--- src/rtl/twbp_pkg.sv ---
package twbp_pkg;

  localparam int unsigned MaskW  = 32;
  localparam int unsigned PhaseW = 5;
  localparam int unsigned OutW   = 8;

  // Mask classes that skip the run search.
  typedef struct packed {
    logic none;
    logic full;
  } twbp_kind_t;

endpackage

--- src/rtl/twbp_front.sv ---
module twbp_front
  import twbp_pkg::*;
#(
  parameter int unsigned PHASE_COUNT = 32,
  localparam int unsigned IdxW = $clog2(PHASE_COUNT)
) (
  input  logic                   clk_i,
  input  logic                   rst_ni,
  input  logic                   valid_i,
  output logic                   ready_o,
  input  logic [MaskW-1:0]       mask_i,
  output logic                   valid_o,
  input  logic                   ready_i,
  output logic [PHASE_COUNT-1:0] mask_o,
  output logic [IdxW-1:0]        start_o,
  output twbp_kind_t             kind_o
);

  logic [PHASE_COUNT-1:0] m;
  logic [PHASE_COUNT-1:0] rise;
  logic [PHASE_COUNT-1:0] low;
  logic [IdxW-1:0]        start;
  logic                   valid_q;
  logic [PHASE_COUNT-1:0] mask_q;
  logic [IdxW-1:0]        start_q;
  twbp_kind_t             kind_q;

  always_comb begin
    m = '0;
    for (int j = 0; j < PHASE_COUNT; j++) begin
      if (j < MaskW) begin
        m[j] = mask_i[j];
      end
    end
  end

  // A rising edge is a set bit whose lower circular neighbor is clear.
  assign rise = m & ~{m[PHASE_COUNT-2:0], m[PHASE_COUNT-1]};
  assign low  = rise & (~rise + PHASE_COUNT'(1));

  always_comb begin
    start = '0;
    for (int j = 0; j < PHASE_COUNT; j++) begin
      if (low[j]) begin
        start = start | IdxW'(j);
      end
    end
  end

  assign ready_o = !valid_q || ready_i;

  always_ff @(posedge clk_i or negedge rst_ni) begin
    if (!rst_ni) begin
      valid_q <= 1'b0;
    end else if (ready_o) begin
      valid_q <= valid_i;
    end
  end

  always_ff @(posedge clk_i) begin
    if (ready_o && valid_i) begin
      mask_q      <= m;
      start_q     <= start;
      kind_q.none <= (m == '0);
      kind_q.full <= (m == '1);
    end
  end

  assign valid_o = valid_q;
  assign mask_o  = mask_q;
  assign start_o = start_q;
  assign kind_o  = kind_q;

endmodule

--- src/rtl/twbp_cell.sv ---
module twbp_cell
  import twbp_pkg::*;
#(
  parameter int unsigned PHASE_COUNT = 32,
  parameter int unsigned CELL_IDX    = 0,
  localparam int unsigned IdxW = $clog2(PHASE_COUNT),
  localparam int unsigned LenW = $clog2(PHASE_COUNT + 1)
) (
  input  logic                   clk_i,
  input  logic                   rst_ni,
  input  logic                   valid_i,
  output logic                   ready_o,
  input  logic [PHASE_COUNT-1:0] mask_i,
  input  logic [IdxW-1:0]        start_i,
  input  twbp_kind_t             kind_i,
  input  logic [LenW-1:0]        len_i,
  input  logic [IdxW-1:0]        open_at_i,
  input  logic [LenW-1:0]        top_len_i,
  input  logic [IdxW-1:0]        top_at_i,
  output logic                   valid_o,
  input  logic                   ready_i,
  output logic [PHASE_COUNT-1:0] mask_o,
  output logic [IdxW-1:0]        start_o,
  output twbp_kind_t             kind_o,
  output logic [LenW-1:0]        len_o,
  output logic [IdxW-1:0]        open_at_o,
  output logic [LenW-1:0]        top_len_o,
  output logic [IdxW-1:0]        top_at_o
);

  logic                   valid_q;
  logic [PHASE_COUNT-1:0] mask_q;
  logic [IdxW-1:0]        start_q;
  twbp_kind_t             kind_q;
  logic [LenW-1:0]        len_q, len_d;
  logic [IdxW-1:0]        open_at_q, open_at_d;
  logic [LenW-1:0]        top_len_q, top_len_d;
  logic [IdxW-1:0]        top_at_q, top_at_d;

  always_comb begin
    len_d     = '0;
    open_at_d = open_at_i;
    top_len_d = top_len_i;
    top_at_d  = top_at_i;
    if (mask_i[0]) begin
      len_d = len_i + LenW'(1);
      if (len_i == '0) begin
        open_at_d = IdxW'(CELL_IDX);
      end
      if (len_d > top_len_i) begin
        top_len_d = len_d;
        top_at_d  = open_at_d;
      end
    end
  end

  assign ready_o = !valid_q || ready_i;

  always_ff @(posedge clk_i or negedge rst_ni) begin
    if (!rst_ni) begin
      valid_q <= 1'b0;
    end else if (ready_o) begin
      valid_q <= valid_i;
    end
  end

  always_ff @(posedge clk_i) begin
    if (ready_o && valid_i) begin
      mask_q    <= mask_i >> 1;
      start_q   <= start_i;
      kind_q    <= kind_i;
      len_q     <= len_d;
      open_at_q <= open_at_d;
      top_len_q <= top_len_d;
      top_at_q  <= top_at_d;
    end
  end

  assign valid_o   = valid_q;
  assign mask_o    = mask_q;
  assign start_o   = start_q;
  assign kind_o    = kind_q;
  assign len_o     = len_q;
  assign open_at_o = open_at_q;
  assign top_len_o = top_len_q;
  assign top_at_o  = top_at_q;

  a_len_le_best : assert property (@(posedge clk_i) disable iff (!rst_ni)
    valid_q && !kind_q.none && !kind_q.full |-> len_q <= top_len_q)
    else $error("current run longer than best run");

  a_best_fits : assert property (@(posedge clk_i) disable iff (!rst_ni)
    valid_q && !kind_q.none && !kind_q.full |->
      int'(top_at_q) + int'(top_len_q) <= CELL_IDX + 1)
    else $error("best run reaches past scanned phases");

  a_run_ends_here : assert property (@(posedge clk_i) disable iff (!rst_ni)
    valid_q && !kind_q.none && !kind_q.full && len_q != '0 |->
      int'(open_at_q) + int'(len_q) == CELL_IDX + 1)
    else $error("open run does not end at this cell");

endmodule

--- src/rtl/twbp_back.sv ---
module twbp_back
  import twbp_pkg::*;
#(
  parameter int unsigned PHASE_COUNT = 32,
  localparam int unsigned IdxW = $clog2(PHASE_COUNT),
  localparam int unsigned LenW = $clog2(PHASE_COUNT + 1)
) (
  input  logic                   clk_i,
  input  logic                   rst_ni,
  input  logic                   valid_i,
  output logic                   ready_o,
  input  logic [PHASE_COUNT-1:0] mask_i,
  input  logic [IdxW-1:0]        start_i,
  input  twbp_kind_t             kind_i,
  input  logic [LenW-1:0]        top_len_i,
  input  logic [IdxW-1:0]        top_at_i,
  output logic                   valid_o,
  input  logic                   ready_i,
  output logic [PhaseW-1:0]      best_phase_o,
  output logic                   found_o
);

  localparam logic [IdxW+1:0] N1 = (IdxW + 2)'(PHASE_COUNT);
  localparam logic [IdxW+1:0] N2 = (IdxW + 2)'(2 * PHASE_COUNT);

  logic [IdxW+1:0]   sum;
  logic [IdxW+1:0]   wrapped;
  logic [IdxW-1:0]   phase;
  logic [IdxW+PhaseW:0] phase_ext;
  logic              valid_q;
  logic [PhaseW-1:0] best_phase_q;
  logic              found_q;

  assign sum = (IdxW + 2)'(start_i) + (IdxW + 2)'(top_at_i)
             + (IdxW + 2)'(top_len_i >> 1);

  always_comb begin
    if (sum >= N2) begin
      wrapped = sum - N2;
    end else if (sum >= N1) begin
      wrapped = sum - N1;
    end else begin
      wrapped = sum;
    end
    priority if (kind_i.none) begin
      phase = '0;
    end else if (kind_i.full) begin
      phase = IdxW'(PHASE_COUNT / 2);
    end else begin
      phase = wrapped[IdxW-1:0];
    end
  end

  assign phase_ext = (IdxW + PhaseW + 1)'(phase);
  assign ready_o   = !valid_q || ready_i;

  always_ff @(posedge clk_i or negedge rst_ni) begin
    if (!rst_ni) begin
      valid_q <= 1'b0;
    end else if (ready_o) begin
      valid_q <= valid_i;
    end
  end

  always_ff @(posedge clk_i) begin
    if (ready_o && valid_i) begin
      best_phase_q <= phase_ext[PhaseW-1:0];
      found_q      <= !kind_i.none;
    end
  end

  assign valid_o      = valid_q;
  assign best_phase_o = best_phase_q;
  assign found_o      = found_q;

  a_mask_drained : assert property (@(posedge clk_i) disable iff (!rst_ni)
    valid_i |-> mask_i == '0)
    else $error("mask not fully consumed by the cell chain");

  a_kind_exclusive : assert property (@(posedge clk_i) disable iff (!rst_ni)
    valid_i |-> !(kind_i.none && kind_i.full))
    else $error("mask flagged both empty and full");

  a_run_present : assert property (@(posedge clk_i) disable iff (!rst_ni)
    valid_i && !kind_i.none && !kind_i.full |-> top_len_i != '0)
    else $error("partial mask without a passing run");

endmodule

--- src/rtl/tuning_window_best_phase.sv ---
// Channel  Dir  Word contents (lowest bit first)
// s_axis   in   tdata[31:0] pass_mask
// m_axis   out  tdata[4:0] best_phase, tdata[7:5] zero; tuser[0] found
//
// One word is accepted per cycle while m_axis is not stalled; each word passes the front
// register, the row of PHASE_COUNT scan cells (one phase per cell) and the back register.
// Reset clears the valid flags of every stage; data registers are not reset.
// Each stage holds its word while the stage after it is full and stalled,
// so input is taken as long as any stage ahead has room.
module tuning_window_best_phase
  import twbp_pkg::*;
#(
  parameter int unsigned PHASE_COUNT = 32
) (
  input  logic              clk_i,
  input  logic              rst_ni,
  input  logic              s_axis_tvalid,
  output logic              s_axis_tready,
  input  logic [MaskW-1:0]  s_axis_tdata,   // pass_mask
  output logic              m_axis_tvalid,
  input  logic              m_axis_tready,
  output logic [OutW-1:0]   m_axis_tdata,   // best_phase, zero pad
  output logic              m_axis_tuser    // found
);

  localparam int unsigned IdxW = $clog2(PHASE_COUNT);
  localparam int unsigned LenW = $clog2(PHASE_COUNT + 1);

  logic                   f_valid, f_ready;
  logic [PHASE_COUNT-1:0] f_mask, rot_mask;
  logic [IdxW-1:0]        f_start;
  logic [IdxW:0]          rot_left;
  twbp_kind_t             f_kind;

  logic                   c_valid [0:PHASE_COUNT];
  logic                   c_ready [0:PHASE_COUNT];
  logic [PHASE_COUNT-1:0] c_mask [0:PHASE_COUNT];
  logic [IdxW-1:0]        c_start [0:PHASE_COUNT];
  twbp_kind_t             c_kind [0:PHASE_COUNT];
  logic [LenW-1:0]        c_len [0:PHASE_COUNT];
  logic [IdxW-1:0]        c_open_at [0:PHASE_COUNT];
  logic [LenW-1:0]        c_top_len [0:PHASE_COUNT];
  logic [IdxW-1:0]        c_top_at [0:PHASE_COUNT];

  logic [PhaseW-1:0]      best_phase;
  logic                   found;

  twbp_front #(.PHASE_COUNT(PHASE_COUNT)) u_front (
    .clk_i   (clk_i),
    .rst_ni  (rst_ni),
    .valid_i (s_axis_tvalid),
    .ready_o (s_axis_tready),
    .mask_i  (s_axis_tdata),
    .valid_o (f_valid),
    .ready_i (f_ready),
    .mask_o  (f_mask),
    .start_o (f_start),
    .kind_o  (f_kind)
  );

  // Rotate so the scan begins at the first rising edge.
  assign rot_left = (IdxW + 1)'(PHASE_COUNT) - (IdxW + 1)'(f_start);
  assign rot_mask = (f_mask >> f_start) | (f_mask << rot_left);

  assign c_valid[0]   = f_valid;
  assign f_ready      = c_ready[0];
  assign c_mask[0]    = rot_mask;
  assign c_start[0]   = f_start;
  assign c_kind[0]    = f_kind;
  assign c_len[0]     = '0;
  assign c_open_at[0] = '0;
  assign c_top_len[0] = '0;
  assign c_top_at[0]  = '0;

  for (genvar k = 0; k < PHASE_COUNT; k++) begin : g_cell
    twbp_cell #(
      .PHASE_COUNT (PHASE_COUNT),
      .CELL_IDX    (k)
    ) u_cell (
      .clk_i     (clk_i),
      .rst_ni    (rst_ni),
      .valid_i   (c_valid[k]),
      .ready_o   (c_ready[k]),
      .mask_i    (c_mask[k]),
      .start_i   (c_start[k]),
      .kind_i    (c_kind[k]),
      .len_i     (c_len[k]),
      .open_at_i (c_open_at[k]),
      .top_len_i (c_top_len[k]),
      .top_at_i  (c_top_at[k]),
      .valid_o   (c_valid[k+1]),
      .ready_i   (c_ready[k+1]),
      .mask_o    (c_mask[k+1]),
      .start_o   (c_start[k+1]),
      .kind_o    (c_kind[k+1]),
      .len_o     (c_len[k+1]),
      .open_at_o (c_open_at[k+1]),
      .top_len_o (c_top_len[k+1]),
      .top_at_o  (c_top_at[k+1])
    );
  end

  twbp_back #(.PHASE_COUNT(PHASE_COUNT)) u_back (
    .clk_i        (clk_i),
    .rst_ni       (rst_ni),
    .valid_i      (c_valid[PHASE_COUNT]),
    .ready_o      (c_ready[PHASE_COUNT]),
    .mask_i       (c_mask[PHASE_COUNT]),
    .start_i      (c_start[PHASE_COUNT]),
    .kind_i       (c_kind[PHASE_COUNT]),
    .top_len_i    (c_top_len[PHASE_COUNT]),
    .top_at_i     (c_top_at[PHASE_COUNT]),
    .valid_o      (m_axis_tvalid),
    .ready_i      (m_axis_tready),
    .best_phase_o (best_phase),
    .found_o      (found)
  );

  assign m_axis_tdata = OutW'(best_phase);
  assign m_axis_tuser = found;

endmodule
--- config.mk ---
export PLATFORM = sky130hd
export DESIGN_NAME = tuning_window_best_phase
export DESIGN_NICKNAME = d
export VERILOG_FILES = /design/src/rtl/twbp_pkg.sv /design/src/rtl/twbp_front.sv /design/src/rtl/twbp_cell.sv /design/src/rtl/twbp_back.sv /design/src/rtl/tuning_window_best_phase.sv
export SDC_FILE = /design/constraint.sdc
export NUM_CORES = 2
export LEC_CHECK = 0
export BUFFER_PORTS_ARGS = -buffer_cell sky130_fd_sc_hd__buf_2
export CAP_MARGIN = 10
export CORE_MARGIN = 4
export CORE_UTILIZATION = 50
export CTS_BUF_LIST = sky130_fd_sc_hd__clkbuf_4
export DETAILED_ROUTE_END_ITERATION = 6
export GPL_ROUTABILITY_DRIVEN = 0
export PLACE_DENSITY = 0.67
export SYNTH_ARGS = -nofsm -noshare
export SYNTH_HDL_FRONTEND = slang
export SYNTH_SLANG_ARGS = --single-unit
--- constraint.sdc ---
create_clock -name clk_i -period 4.8 [get_ports clk_i]
set_clock_uncertainty 0.2 [all_clocks]
set_input_delay 1.2 -clock clk_i [delete_from_list [all_inputs] [get_ports clk_i]]
set_output_delay 1.2 -clock clk_i [all_outputs]
set_load 0.005 [all_outputs]
==> impl_metrics.tcl <==
set metrics [dict create \
    status "finished clean" \
    hold_viol 0 \
    powerDensity_nw_per_um2 420 \
    yosys-top-cells-area "edfxtp_1 (69%), ha_1 (4.9%), inv_1 (2.1%)" \
    dr.pass1.iters 6 \
    cts_tree "done" \
    antenna_found_initial 2 \
    clock-sinks 1398 \
    grt_max_degree 52 \
    dpl_cell_area_sq_um 62200 \
    num-nets-final 4891 \
    cts_root_buf "clkbuf_4" \
    rows 126 \
    place_inst 5837 \
    die_y_um 354 \
    pre_cts_ws_ns 0.536 \
    routedWlPerCell_um 15.8 \
    viasPerCell 5.14 \
    syn2layout_area_growth_pct 11.7 \
    setup.worst_path.end_class "primary output" \
    synthMuxAreaShare_pct 3.42 \
    worst_pin_slew_ns 1.22 \
    ys_ff_latch 1398 \
    postCtsSetupBuffers 0 \
    layout-drive-gt1-share_pct 15.9 \
    hpwl_um 70200 \
    busiest_layer "met2" \
    synth_top_family_by_area "simple AND/OR/NAND/NOR gates" \
    synth_largest_area_cell "edfxtp_1" \
    cts-buffers-inserted 357 \
    async_reset_ff_share_pct 2.43 \
    synth.yosys.warnings 0 \
    cp_slowest_stage_delay_ns 0.51 \
    netlist_area_sq_um 59800 \
    initial_core_util_pct 50.5 \
    cap_violations 0 \
    met3_usage_pct 3.20 \
    setup_violations 0 \
    crit_chain "nand3_1 -> nor3_1 -> and3_1 -> and4bb_2 -> nand2_1 -> buf_2" \
    p_leak_nw 26.2 \
    irDropWorstVdd_v 0.000263 \
    rsz0062_at_grt "no" \
    synthAdderAreaFrac_pct 5.06 \
    yosysSeqAreaShare_pct 69.9 \
    grt_pass1_vias 33443 \
    synth_edf_count 1364 \
    overflow 0 \
    drv_slew 0 \
    fin_crit_sh_pct 93.7 \
    dr.first_iter.drc_count 2026 \
    synth_flop_cell "edfxtp_1" \
    critical_path.max_fanout 7 \
    dr_total_vias 33143 \
    setup.worst_path.class "flip-flop to primary output" \
    die-area_sq_um 125000 \
    syn_inst 4223 \
    arrival_ns 3.10 \
    grt.met2_usage_pct 27.9 \
    grt_pass1_wl_um 168000 \
    synth-simple-area-share_pct 10.9 \
    fin_cells 6453 \
    ys_types 83 \
    setup_tns_ns 0 \
    use_met1_pct 20.7 \
    fmax_mhz 222 \
    slowest_stage "dfrtp_1" \
    grtUsageTotal_pct 16.4 \
    slew_headroom_pct 18.6 \
    io-pin-count 47 \
    io_buffers 43 \
    clockBufferDepth 4 \
    h-tree-depth 5 \
    drc 0 \
    synth_compound_area_share_pct 6.13 \
    layout_setup_ws_ns 0.303 \
    worstPathRequired_ns 3.40 \
    hp-class "input port to flip-flop" \
    clk_latency_ns 1.15 \
    final.min_clock_period_ns 4.50 \
    cts_resized 0 \
    core_region_area_sq_um 118000 \
    final_area_sq_um 66800 \
    die_w_um 354 \
    ant_nets 0 \
    cp-start-kind "flip-flop" \
    syn_area_per_cell_sq_um 14.2 \
    whs_ns 0.135 \
    clk_pin_slew_ns 0.07 \
    cts_hold_buf 19 \
    synthXorXnorAreaFrac_pct 1.76 \
    wl_um 102000 \
    post-synth-top-area-fraction_pct 68.5 \
]
==> Yosys cell counts (all sizes together) (32+ instances only) <==
library cell / number
edfxtp: 1364
inv: 329
nand2: 277
nor2: 275
a21oi: 245
ha: 234
o21ai: 199
and2: 178
nand3: 151
nor2b: 140
nand2b: 100
xor2: 79
mux2i: 60
clkbuf: 58
mux2: 46
xnor2: 40
mux4: 39
o21a: 35
dfrtp: 34
buf: 33
nor4: 32
==> cells by family after synthesis <==
family,after synthesis
AOI/OAI and AO/OA,626
xor gates and xnor gates,119
adders and majority gates,239
buffers and inverters,420
DFF,1398
muxes,145
other,1
and+or+nand+nor,1275
==> metrics by stage <==
stage                     utilization [%]  total power [W]
after floorplan                         -           0.0176
after global placement               52.6           0.0186
after detailed placement             52.6           0.0187
after CTS                            56.4           0.0284
after global routing                 56.4           0.0297
final                                56.4           0.0280
==> state kept, by name (all words and copies together), names as in the netlist, 2 cells and up <==
name and cells:
u_front.kind_o 2, g_cell.u_cell.start_o 160, g_cell.u_cell.mask_o 496, u_front.mask_o 32, g_cell.u_cell.kind_o 64, g_cell.u_cell.len_o 171
g_cell.u_cell.top_at_o 129, u_front.start_o 5, g_cell.u_cell.open_at_o 123, g_cell.u_cell.valid_o 32, g_cell.u_cell.top_len_o 176, u_back.best_phase_o 5
==> worst max-delay path: cells and delay by family, from the launching register on <==
kind	cells	cell delay (ns)
simple gates	5	1.34
flops	1	0.51
buf+inv	1	0.15
==> path summary, 6_finish.rpt <==
kind                                                               from                                      end  slack [ns]  cells past startpoint
worst max-delay path              g_cell[21].u_cell.valid_o$_DFFE_PN0P_                            s_axis_tready        0.30                      6
worst min-delay path                                   s_axis_tdata[15]             u_front.mask_o[15]$_DFFE_PP_        0.14                      1
max in group asynchronous                                        rst_ni    g_cell[10].u_cell.valid_o$_DFFE_PN0P_        3.10                      2
worst max register to register  g_cell[7].u_cell.len_o[0]$_SDFFCE_PN0P_  g_cell[8].u_cell.top_len_o[5]$_DFFE_PP_        1.12                      8
min in group asynchronous                                        rst_ni               u_back.valid_o$_DFFE_PN0P_        0.58                      2
worst min register to register   g_cell[12].u_cell.start_o[1]$_DFFE_PP_   g_cell[13].u_cell.start_o[1]$_DFFE_PP_        0.16                      0
==> where the power goes <==
group / switching, W / internal [W] / total (W) / leakage, nW
registers: 0.000475 / 0.0146 / 0.0151 / 14.0
logic: 0.00198 / 0.00131 / 0.00330 / 9.58
clock network: 0.00442 / 0.00521 / 0.00963 / 2.58
==> metal layers <==
layer | vias up | share of wire (%)
li1 | 16384 | -
met1 | 15691 | 43
met2 | 810 | 50
met3 | 258 | 4.6
met4 | 0 | 2.9
met5 | - | 0
==> area by class of cell <==
type                            count  area, sq um
Fill cell                        9492        51600
Sequential cell                  1398        41800
Multi-Input combinational cell   2407        16500
Clock buffer                      502         3770
Tap cell                         1600         2000
Inverter                          329         1230
Timing Repair Buffer              123          888
Clock inverter                     87          554
Antenna cell                        7         17.5
==> placed cells by master (no fill, tap or decap), drive strengths merged, types with 29 or more instances in the layout <==
cell / count
a21o: 29
a21oi: 245
and2: 178
and3: 31
buf: 104
clkbuf: 502
clkinv: 75
dfrtp: 34
edfxtp: 1364
ha: 234
inv: 332
mux2: 46
mux2i: 60
mux4: 39
nand2: 277
nand2b: 100
nand3: 151
nor2: 275
nor2b: 140
nor4: 32
o21a: 35
o21ai: 199
xnor2: 40
xor2: 79
Note: power is estimated with default switching activity, not from simulation.
